$ cat config.mk
export PLATFORM = sky130hd
export DESIGN_NAME = directional_nearest_select
export DESIGN_NICKNAME = d
export VERILOG_FILES = /design/src/hw/rtl/dns_pkg.sv /design/src/hw/rtl/dns_ram.sv /design/src/hw/rtl/dns_datapath.sv /design/src/hw/rtl/dns_ctrl.sv /design/src/hw/rtl/directional_nearest_select.sv
export SDC_FILE = /design/constraint.sdc
export NUM_CORES = 2
export LEC_CHECK = 0
export BUFFER_PORTS_ARGS = -buffer_cell sky130_fd_sc_hd__buf_2
export CAP_MARGIN = 40
export CORE_MARGIN = 3
export CORE_UTILIZATION = 37
export DETAILED_ROUTE_END_ITERATION = 16
export REMOVE_ABC_BUFFERS = 1
export SYNTH_ARGS = -nofsm -noshare
export SYNTH_HDL_FRONTEND = slang
export SYNTH_SLANG_ARGS = --single-unit
export TNS_END_PERCENT = 100
$ cat constraint.sdc
create_clock -name i_clk -period 21.7 [get_ports i_clk]
set_input_delay 6.51 -clock i_clk [delete_from_list [all_inputs] [get_ports i_clk]]
set_output_delay 6.51 -clock i_clk [all_outputs]
set_load 0.02 [all_outputs]
$ cat src/hw/rtl/dns_pkg.sv
`default_nettype none

package dns_pkg;

    localparam int MAX_POINTS  = 64;
    localparam int COORD_WIDTH = 16;
    localparam int ID_W        = 16;
    localparam int IDX_W       = $clog2(MAX_POINTS);
    localparam int CNT_W       = $clog2(MAX_POINTS + 1);
    localparam int DIFF_W      = COORD_WIDTH + 1;
    localparam int SQ_W        = 2 * COORD_WIDTH;
    localparam int DIST_W      = SQ_W + 1;
    localparam int ENTRY_W     = ID_W + 2 * COORD_WIDTH;

    localparam int S_TDATA_W = 56;
    localparam int S_TUSER_W = 2;
    localparam int M_TDATA_W = 16;
    localparam int M_TUSER_W = 2;

    localparam logic [1:0] MODE_ADD = 2'd0;
    localparam logic [1:0] MODE_NAV = 2'd1;
    localparam logic [1:0] MODE_SET = 2'd2;

    localparam logic [1:0] DIR_UP    = 2'd0;
    localparam logic [1:0] DIR_DOWN  = 2'd1;
    localparam logic [1:0] DIR_LEFT  = 2'd2;
    localparam logic [1:0] DIR_RIGHT = 2'd3;

    typedef logic signed [COORD_WIDTH-1:0] t_coord;

    typedef struct packed {
        logic load;
        logic add;
        logic set;
        logic rd_en;
        logic scan;
        logic scan_start;
        logic fallback;
        logic commit;
    } t_cmd;

    typedef struct packed {
        logic [1:0] mode;
        logic       count_zero;
        logic       issue_more;
        logic       find_hit;
        logic       find_last;
        logic       pipe_busy;
    } t_status;

    function automatic t_coord to_coord(input logic signed [15:0] v);
        return t_coord'(v);
    endfunction

endpackage

`default_nettype wire

$ cat src/hw/rtl/dns_ram.sv
`default_nettype none

module dns_ram #(
    parameter int WIDTH = 8,
    parameter int DEPTH = 16
) (
    input  wire logic                     i_clk,
    input  wire logic                     i_we,
    input  wire logic [$clog2(DEPTH)-1:0] i_waddr,
    input  wire logic [WIDTH-1:0]         i_wdata,
    input  wire logic                     i_re,
    input  wire logic [$clog2(DEPTH)-1:0] i_raddr,
    output logic      [WIDTH-1:0]         o_rdata
);

    logic [WIDTH-1:0] r_mem [DEPTH];
    logic [WIDTH-1:0] r_rdata;

    always_ff @(posedge i_clk) begin
        if (i_we) begin
            r_mem[i_waddr] <= i_wdata;
        end
        if (i_re) begin
            r_rdata <= r_mem[i_raddr];
        end
    end

    assign o_rdata = r_rdata;

endmodule

`default_nettype wire

$ cat src/hw/rtl/dns_datapath.sv
`default_nettype none

module dns_datapath (
    input  wire logic                      i_clk,
    input  wire logic                      i_rst_n,
    input  wire dns_pkg::t_cmd             i_cmd,
    output dns_pkg::t_status               o_status,
    input  wire logic [1:0]                i_mode,
    input  wire logic [dns_pkg::ID_W-1:0]  i_object_id,
    input  wire logic signed [15:0]        i_pos_x,
    input  wire logic signed [15:0]        i_pos_y,
    input  wire logic [1:0]                i_direction,
    output logic      [dns_pkg::ID_W-1:0]  o_selection,
    output logic                           o_selection_valid,
    output logic                           o_add_dropped
);

    import dns_pkg::*;

    // latched request
    logic [1:0]      r_mode;
    logic [ID_W-1:0] r_id;
    t_coord          r_x;
    t_coord          r_y;
    logic [1:0]      r_dir;

    logic [CNT_W-1:0] r_count;
    logic [ID_W-1:0]  r_sel;
    logic             r_sel_valid;
    logic             r_dropped;
    logic [CNT_W-1:0] r_addr;

    logic [ID_W-1:0] r_cur_id;
    t_coord          r_cx;
    t_coord          r_cy;
    logic [ID_W-1:0] r_id0;

    // read stage
    logic             r_v1;
    logic             r_scan1;
    logic [CNT_W-1:0] r_idx1;
    logic [ENTRY_W-1:0] w_q;

    // difference stage
    logic                   r_v2;
    logic [COORD_WIDTH-1:0] r_ax;
    logic [COORD_WIDTH-1:0] r_ay;
    logic [ID_W-1:0]        r_id2;

    // square stage
    logic              r_v3;
    logic [SQ_W-1:0]   r_sqx;
    logic [SQ_W-1:0]   r_sqy;
    logic [ID_W-1:0]   r_id3;

    logic              r_have_best;
    logic [DIST_W-1:0] r_best_dist;
    logic [ID_W-1:0]   r_best_id;

    logic              full;
    logic              wr_en;
    logic [ID_W-1:0]   q_id;
    t_coord            q_x;
    t_coord            q_y;
    logic              find_data;
    logic signed [DIFF_W-1:0] dx;
    logic signed [DIFF_W-1:0] dy;
    logic signed [DIFF_W-1:0] adx;
    logic signed [DIFF_W-1:0] ady;
    logic              in_dir;
    logic              cand;
    logic [DIST_W-1:0] sum_sq;
    logic [ID_W-1:0]   id0_now;

    assign full  = (r_count == CNT_W'(MAX_POINTS));
    assign wr_en = i_cmd.add && !full;

    dns_ram #(
        .WIDTH (ENTRY_W),
        .DEPTH (MAX_POINTS)
    ) u_ram (
        .i_clk   (i_clk),
        .i_we    (wr_en),
        .i_waddr (r_count[IDX_W-1:0]),
        .i_wdata ({r_id, r_x, r_y}),
        .i_re    (i_cmd.rd_en),
        .i_raddr (r_addr[IDX_W-1:0]),
        .o_rdata (w_q)
    );

    assign q_id = w_q[ENTRY_W-1 -: ID_W];
    assign q_x  = $signed(w_q[2*COORD_WIDTH-1:COORD_WIDTH]);
    assign q_y  = $signed(w_q[COORD_WIDTH-1:0]);

    assign find_data = r_v1 && !r_scan1;
    assign id0_now   = (r_idx1 == '0) ? q_id : r_id0;

    always_comb begin
        dx  = DIFF_W'(q_x) - DIFF_W'(r_cx);
        dy  = DIFF_W'(q_y) - DIFF_W'(r_cy);
        adx = dx[DIFF_W-1] ? -dx : dx;
        ady = dy[DIFF_W-1] ? -dy : dy;
        unique case (r_dir)
            DIR_UP:    in_dir = dy[DIFF_W-1];
            DIR_DOWN:  in_dir = !dy[DIFF_W-1] && (dy != '0);
            DIR_LEFT:  in_dir = dx[DIFF_W-1];
            DIR_RIGHT: in_dir = !dx[DIFF_W-1] && (dx != '0);
            default:   in_dir = 1'b0;
        endcase
        cand   = r_v1 && r_scan1 && in_dir && (q_id != r_cur_id);
        sum_sq = DIST_W'(r_sqx) + DIST_W'(r_sqy);
    end

    always_comb begin
        o_status.mode       = r_mode;
        o_status.count_zero = (r_count == '0);
        o_status.issue_more = (r_addr < r_count);
        o_status.find_hit   = find_data && r_sel_valid && (q_id == r_sel);
        o_status.find_last  = find_data && ((r_idx1 + CNT_W'(1)) == r_count);
        o_status.pipe_busy  = (r_v1 && r_scan1) || r_v2 || r_v3;
    end

    always_ff @(posedge i_clk) begin
        if (!i_rst_n) begin
            r_count     <= '0;
            r_sel       <= '0;
            r_sel_valid <= 1'b0;
            r_dropped   <= 1'b0;
            r_addr      <= '0;
            r_v1        <= 1'b0;
            r_scan1     <= 1'b0;
            r_v2        <= 1'b0;
            r_v3        <= 1'b0;
            r_have_best <= 1'b0;
        end else begin
            r_v1    <= i_cmd.rd_en;
            r_scan1 <= i_cmd.scan;
            r_v2    <= cand;
            r_v3    <= r_v2;

            if (i_cmd.load || i_cmd.scan_start) begin
                r_addr <= '0;
            end else if (i_cmd.rd_en) begin
                r_addr <= r_addr + CNT_W'(1);
            end

            if (i_cmd.load) begin
                r_dropped <= 1'b0;
            end

            if (i_cmd.add) begin
                if (full) begin
                    r_dropped <= 1'b1;
                end else begin
                    r_count <= r_count + CNT_W'(1);
                    if (!r_sel_valid) begin
                        r_sel       <= r_id;
                        r_sel_valid <= 1'b1;
                    end
                end
            end

            if (i_cmd.set) begin
                r_sel       <= r_id;
                r_sel_valid <= 1'b1;
            end

            if (i_cmd.fallback) begin
                r_sel       <= id0_now;
                r_sel_valid <= 1'b1;
            end

            if (i_cmd.scan_start) begin
                r_have_best <= 1'b0;
            end else if (r_v3 && (!r_have_best || sum_sq < r_best_dist)) begin
                r_have_best <= 1'b1;
            end

            if (i_cmd.commit && r_have_best) begin
                r_sel <= r_best_id;
            end
        end
    end

    always_ff @(posedge i_clk) begin
        if (i_cmd.load) begin
            r_mode <= i_mode;
            r_id   <= i_object_id;
            r_x    <= to_coord(i_pos_x);
            r_y    <= to_coord(i_pos_y);
            r_dir  <= i_direction;
        end
        r_idx1 <= r_addr;
        if (find_data && (r_idx1 == '0)) begin
            r_id0 <= q_id;
        end
        if (i_cmd.scan_start) begin
            r_cur_id <= q_id;
            r_cx     <= q_x;
            r_cy     <= q_y;
        end
        r_ax  <= COORD_WIDTH'(adx);
        r_ay  <= COORD_WIDTH'(ady);
        r_id2 <= q_id;
        r_sqx <= SQ_W'(r_ax) * SQ_W'(r_ax);
        r_sqy <= SQ_W'(r_ay) * SQ_W'(r_ay);
        r_id3 <= r_id2;
        if (r_v3 && (!r_have_best || sum_sq < r_best_dist)) begin
            r_best_dist <= sum_sq;
            r_best_id   <= r_id3;
        end
    end

    assign o_selection       = r_sel;
    assign o_selection_valid = r_sel_valid;
    assign o_add_dropped     = r_dropped;

endmodule

`default_nettype wire

$ cat src/hw/rtl/dns_ctrl.sv
`default_nettype none

module dns_ctrl (
    input  wire logic             i_clk,
    input  wire logic             i_rst_n,
    input  wire logic             i_in_valid,
    output logic                  o_in_ready,
    input  wire logic             i_out_free,
    output logic                  o_res_push,
    input  wire dns_pkg::t_status i_status,
    output dns_pkg::t_cmd         o_cmd
);

    import dns_pkg::*;

    localparam logic [2:0] S_IDLE   = 3'd0;
    localparam logic [2:0] S_DECODE = 3'd1;
    localparam logic [2:0] S_FIND   = 3'd2;
    localparam logic [2:0] S_SCAN   = 3'd3;
    localparam logic [2:0] S_DONE   = 3'd4;

    logic [2:0] r_state;
    logic [2:0] n_state;

    always_comb begin
        n_state    = r_state;
        o_cmd      = '0;
        o_in_ready = (r_state == S_IDLE) && i_rst_n;
        o_res_push = 1'b0;
        unique case (r_state)
            S_IDLE: begin
                if (i_in_valid && o_in_ready) begin
                    o_cmd.load = 1'b1;
                    n_state    = S_DECODE;
                end
            end
            S_DECODE: begin
                unique case (i_status.mode)
                    MODE_ADD: begin
                        o_cmd.add = 1'b1;
                        n_state   = S_DONE;
                    end
                    MODE_SET: begin
                        o_cmd.set = 1'b1;
                        n_state   = S_DONE;
                    end
                    MODE_NAV: begin
                        n_state = i_status.count_zero ? S_DONE : S_FIND;
                    end
                    default: begin
                        n_state = S_DONE;
                    end
                endcase
            end
            S_FIND: begin
                o_cmd.rd_en = i_status.issue_more && !i_status.find_hit;
                priority if (i_status.find_hit) begin
                    o_cmd.scan_start = 1'b1;
                    n_state          = S_SCAN;
                end else if (i_status.find_last) begin
                    o_cmd.fallback = 1'b1;
                    n_state        = S_DONE;
                end else begin
                    n_state = S_FIND;
                end
            end
            S_SCAN: begin
                o_cmd.rd_en = i_status.issue_more;
                o_cmd.scan  = 1'b1;
                if (!i_status.issue_more && !i_status.pipe_busy) begin
                    o_cmd.commit = 1'b1;
                    n_state      = S_DONE;
                end
            end
            S_DONE: begin
                o_res_push = 1'b1;
                if (i_out_free) begin
                    n_state = S_IDLE;
                end
            end
            default: begin
                n_state = S_IDLE;
            end
        endcase
    end

    always_ff @(posedge i_clk) begin
        if (!i_rst_n) begin
            r_state <= S_IDLE;
        end else begin
            r_state <= n_state;
        end
    end

endmodule

`default_nettype wire

$ cat src/hw/rtl/directional_nearest_select.sv
`default_nettype none

// Keeps a table of up to MAX_POINTS points (id, signed Q11.4 X and Y) and the
// id of the current selection. Each request on the slave stream gives exactly one
// response on the master stream. tuser selects the request kind: add a point,
// navigate in a direction, or set the selection. Add, set and unused kinds go
// straight from decode to done. A navigate over a table of N points reads the
// point memory once per cycle through its single read port, first to locate the
// current point and then to compare every entry; if it is not found, the first
// entry becomes the selection. One request is worked on at a time; a finished
// response waits in an output register while the next request is taken.

module directional_nearest_select (
    input  wire logic                            i_clk,
    input  wire logic                            i_rst_n,
    input  wire logic                            s_axis_tvalid,
    output logic                                 s_axis_tready,
    // object_id[15:0], pos_x[31:16], pos_y[47:32], direction[49:48], zero pad
    input  wire logic [dns_pkg::S_TDATA_W-1:0]   s_axis_tdata,
    // mode[1:0]
    input  wire logic [dns_pkg::S_TUSER_W-1:0]   s_axis_tuser,
    output logic                                 m_axis_tvalid,
    input  wire logic                            m_axis_tready,
    // selection[15:0]
    output logic      [dns_pkg::M_TDATA_W-1:0]   m_axis_tdata,
    // selection_valid[0], add_dropped[1]
    output logic      [dns_pkg::M_TUSER_W-1:0]   m_axis_tuser
);

    import dns_pkg::*;

    t_cmd            cmd;
    t_status         status;
    logic            out_free;
    logic            res_push;
    logic [ID_W-1:0] dp_sel;
    logic            dp_sel_valid;
    logic            dp_dropped;

    logic            r_out_valid;
    logic [ID_W-1:0] r_out_sel;
    logic            r_out_sel_valid;
    logic            r_out_dropped;

    assign out_free = !r_out_valid || m_axis_tready;

    dns_ctrl u_ctrl (
        .i_clk      (i_clk),
        .i_rst_n    (i_rst_n),
        .i_in_valid (s_axis_tvalid),
        .o_in_ready (s_axis_tready),
        .i_out_free (out_free),
        .o_res_push (res_push),
        .i_status   (status),
        .o_cmd      (cmd)
    );

    dns_datapath u_dp (
        .i_clk             (i_clk),
        .i_rst_n           (i_rst_n),
        .i_cmd             (cmd),
        .o_status          (status),
        .i_mode            (s_axis_tuser[1:0]),
        .i_object_id       (s_axis_tdata[15:0]),
        .i_pos_x           ($signed(s_axis_tdata[31:16])),
        .i_pos_y           ($signed(s_axis_tdata[47:32])),
        .i_direction       (s_axis_tdata[49:48]),
        .o_selection       (dp_sel),
        .o_selection_valid (dp_sel_valid),
        .o_add_dropped     (dp_dropped)
    );

    always_ff @(posedge i_clk) begin
        if (!i_rst_n) begin
            r_out_valid <= 1'b0;
        end else if (res_push && out_free) begin
            r_out_valid <= 1'b1;
        end else if (m_axis_tready) begin
            r_out_valid <= 1'b0;
        end
    end

    always_ff @(posedge i_clk) begin
        if (res_push && out_free) begin
            r_out_sel       <= dp_sel;
            r_out_sel_valid <= dp_sel_valid;
            r_out_dropped   <= dp_dropped;
        end
    end

    assign m_axis_tvalid = r_out_valid;
    assign m_axis_tdata  = r_out_sel;
    assign m_axis_tuser  = {r_out_dropped, r_out_sel_valid};

endmodule

`default_nettype wire

==> out/results.txt <==
After synthesis, the most frequently instantiated cells are sky130_fd_sc_hd__edfxtp_1 (3303), sky130_fd_sc_hd__mux4_2 (1008), sky130_fd_sc_hd__inv_1 (602). After the flow finishes, the layout carries non-filler instances totaling 13239. Before CTS, the worst setup slack after placement is 7130 ps. Relative to the synthesized area, the layout overhead comes to 14.1%. Between clock sinks in the finished design, the worst skew comes to 99.9 ps. Detailed routing inserted a total of 73097 vias. The capture point of the worst reg-to-reg path is u_dp.r_sqy[30]$_DFF_P_. The count of cells along the worst register-to-register path is 23, and the final global-route overflow total is 0. The arrival time of the worst setup path is 8110 ps, and the die outline width is 637 um. The run gives 0 as the final number of hold-violating endpoints. Clock tree synthesis selected as its root buffer the cell sky130_fd_sc_hd__clkbuf_16.

The number of sinks handled by clock tree synthesis was 3477; the share of flip-flops with an asynchronous set or reset after synthesis was 0%. The count of buffers added on input and output ports is 75. The worst hold path was traced through 0 stages. The wire length after detailed routing is 385 mm, and the number of flops mapped to enable cells by yosys is 3303. The static power due to leakage is 55.1 nW, and the area of the core region is 394000 um2. The run gives 12.6 mW as the internal cell power. The critical path starts at i_rst_n. The run finished with clean final reports. Summed over all failing endpoints, the final setup total negative slack is 0 ps.

The post-synthesis sequential area ratio is 69.8%, and the sequential share of power is 44.7%. The kind of end point of the critical path was a primary output. The detailed-route vias per instance works out to 5.52. After synthesis, the netlist uses 80 different library cells. The number of buffers created by CTS was 361; the switching power summed over all nets was 4.68 mW.

The number of remaining DRC errors is 0. Of the total power, the clock network draws 35.1%. The worst vdd rail ir drop is 0.151 mV. Derived from the worst setup path, the maximum achievable clock frequency is 68.4 MHz. Wire length per cell: 29.1 um. The clock tree buffer depth came out at 4. Shortest period the worst path allows: 14620 ps. The clock slew at the register clock pins of the worst setup and hold paths was 50 ps. In this run the critical register-to-register path is launched from u_dp.r_ay[2]$_DFF_P_. The number of cells produced by synthesis was 7322. Sorting the synthesized cells by area gives the leading types as sky130_fd_sc_hd__edfxtp_1 (67%), sky130_fd_sc_hd__mux4_2 (15%), sky130_fd_sc_hd__fa_1 (4.4%). 82 I/O pins were placed.

The tool flagged a number of max-cap violations equal to 0. Most frequently used flop master after synthesis: sky130_fd_sc_hd__edfxtp_1. The most frequent cell after synthesis was sky130_fd_sc_hd__edfxtp_1. In the global route stage, overall resource usage came out at 18.8%.

The run gives 8428 as the total number of nets in the final design. Entering global routing, the biggest net connects 122 pins. The category of the critical setup timing path is in2out. Setup violations remaining at the end of the flow were counted as 0. Gates resized during post-CTS repair numbered 0. The number of placed instances, taps included, is 12587. After legalization and detailed placement, the total HPWL measured 225 mm. The worst setup path is launched from a primary input. Net switching is 27.1% of the power.

The transition time of the tightest slew-check pin was 943 ps; the critical-path maximum fanout was 35. The die covers 405000 um2. Summed over all instances, the cell type with the most area after synthesis is sky130_fd_sc_hd__edfxtp_1. The wire length of the first global-routing pass came out at 551 mm. TritonCTS built the clock tree.

Once detail routing completed, the nets flagged for antenna violations numbered 0. The number of global-route vias before repair is 75836. The floorplan step set the die height to 637 um.

Once the clock tree was built, the setup fixing pass inserted 0 buffers. STA puts the critical path data required time at 15190 ps. The worst pin sits at a relative slew slack of 37.1%. Setup slack on the worst reg-to-reg path comes out at 14650 ps. The run gives 5 as the H-tree level count. The logs give 37.3% for the effective utilization at floorplan and 7080 ps for the worst setup slack after layout. The post-synthesis register bit count was 3477.

For the worst-skew pair, the clock arrives at the later sink with an insertion delay of 950 ps. Yosys printed 0 warnings. The tools report the post-cts hold buffer count as 0. Of the post-synthesis cell area, the dominant cell type holds 67.4%. Share of layout cells above drive strength 1: 24.5%.

In this run the most critical hold path is launched from u_dp.r_id2[7]$_DFF_P_. Row generation in the floorplan step produced 230 rows. Power spread over the standard cell area amounts to 103 nW/um2.

The run gives 0.777 as the final estimated routing congestion in global placement. The type of the tightest min-delay check was reg2reg. The mapped netlist covers 147000 um2. Setup repair after global routing left no endpoint under its margin.

The number of antenna violations at the first check in global routing came out at 24. A synthesized cell averages 20.1 um2. The run gives 5 as the iteration count of the initial detailed-routing pass. The logs give 0 for the final count of pins violating max slew and 8692 for the number of DRC markers in iteration 0. The worst hold path terminates at u_dp.r_id3[7]$_DFF_P_. The logic gate share of total power is 20.2%, and the final critical-path share of the clock period is 67.4%.
## layer usage
| metal | part of all wire (%) | GRT usage [%] |
|---|---|---|
| met1 | 41 | 26.1 |
| met2 | 49 | 31.0 |
| met3 | 8.4 | 3.34 |
| met4 | 2.4 | 4.57 |
| met5 | 0.0088 | 0 |
## final cells by class
class | instances | area, um2
fill | 33891 | 226000
multi-input combinational | 2947 | 41600
clock inverter | 200 | 1950
tap | 5220 | 6530
clock buffer | 444 | 9550
inverter | 603 | 2270
antenna | 8 | 20.0
timing repair buffer | 340 | 3340
sequential | 3477 | 103000
## metrics by stage
step                      total power [mW]  hold slack [ps]  cell area [um2]  util (%)
after floorplan                       10.5              310           146000         -
after global placement                11.3              310           155000      39.3
after detailed placement              11.4              312           156000      39.7
after CTS                             17.4              323           168000      42.6
after global routing                  18.1              320           168000      42.6
final                                 17.3              321           168000      42.6
## power by group through the flow
stage	Sequential (mW)	Clock, mW	Combinational [mW]
final	7.71	6.05	3.49
after detailed placement	7.86	0	3.51
after floorplan	7.92	0	2.57
after global routing	7.72	6.43	4.00
after CTS	7.72	6.17	3.54
after global placement	7.86	0	3.46
## critical path, stage by stage
cell and delay [ps]:
sky130_fd_sc_hd__buf_2 510, sky130_fd_sc_hd__nor4b_1 610, sky130_fd_sc_hd__buf_2 280, sky130_fd_sc_hd__buf_2 180
## placed cells by master (no fill, tap or decap), types with 54 or more instances in the layout
cell type                   count
sky130_fd_sc_hd__a21o_1        58
sky130_fd_sc_hd__a21oi_1      113
sky130_fd_sc_hd__and2_1        91
sky130_fd_sc_hd__buf_2         76
sky130_fd_sc_hd__buf_4        200
sky130_fd_sc_hd__clkbuf_1      72
sky130_fd_sc_hd__clkbuf_16    369
sky130_fd_sc_hd__clkinv_1      84
sky130_fd_sc_hd__clkinv_2      54
sky130_fd_sc_hd__dfxtp_1      168
sky130_fd_sc_hd__edfxtp_1    3303
sky130_fd_sc_hd__fa_1         327
sky130_fd_sc_hd__ha_1         309
sky130_fd_sc_hd__inv_1        601
sky130_fd_sc_hd__mux4_2      1008
sky130_fd_sc_hd__nand2_1      210
sky130_fd_sc_hd__nor2_1       133
sky130_fd_sc_hd__nor2_4        66
sky130_fd_sc_hd__xnor2_1      147
## sequential cells by signal, summed over array words and instances (netlist names), 31 cells and up
name,cells
u_dp.u_ram.r_mem,3072
u_dp.u_ram.o_rdata,48
u_dp.r_best_dist,33
u_dp.r_sqy,31
u_dp.r_sqx,31
## how the worst max path moves through the flow
stage	to	slack, ps	cells past startpoint
5_1_grt	s_axis_tready	6980	4
4_1_cts	s_axis_tready	7120	4
2_1_floorplan	u_dp.u_ram.o_rdata[0]$_DFFE_PP_	-11670	3
6_report	s_axis_tready	7080	4
3_5_place_dp	s_axis_tready	7130	4
3_3_place_gp	s_axis_tready	6690	3
## cells by family after synthesis
| family | synth area share (%) |
|---|---|
| adder cells (fa/ha/maj) | 7.08 |
| multiplexers | 15.6 |
| buffers and inverters | 2.30 |
| AND/OR/NAND/NOR | 2.24 |
| flip-flops | 69.8 |
| XOR/XNOR | 1.20 |
| AO/OA/AOI/OAI | 1.83 |
(Power assumes the default switching activity.)
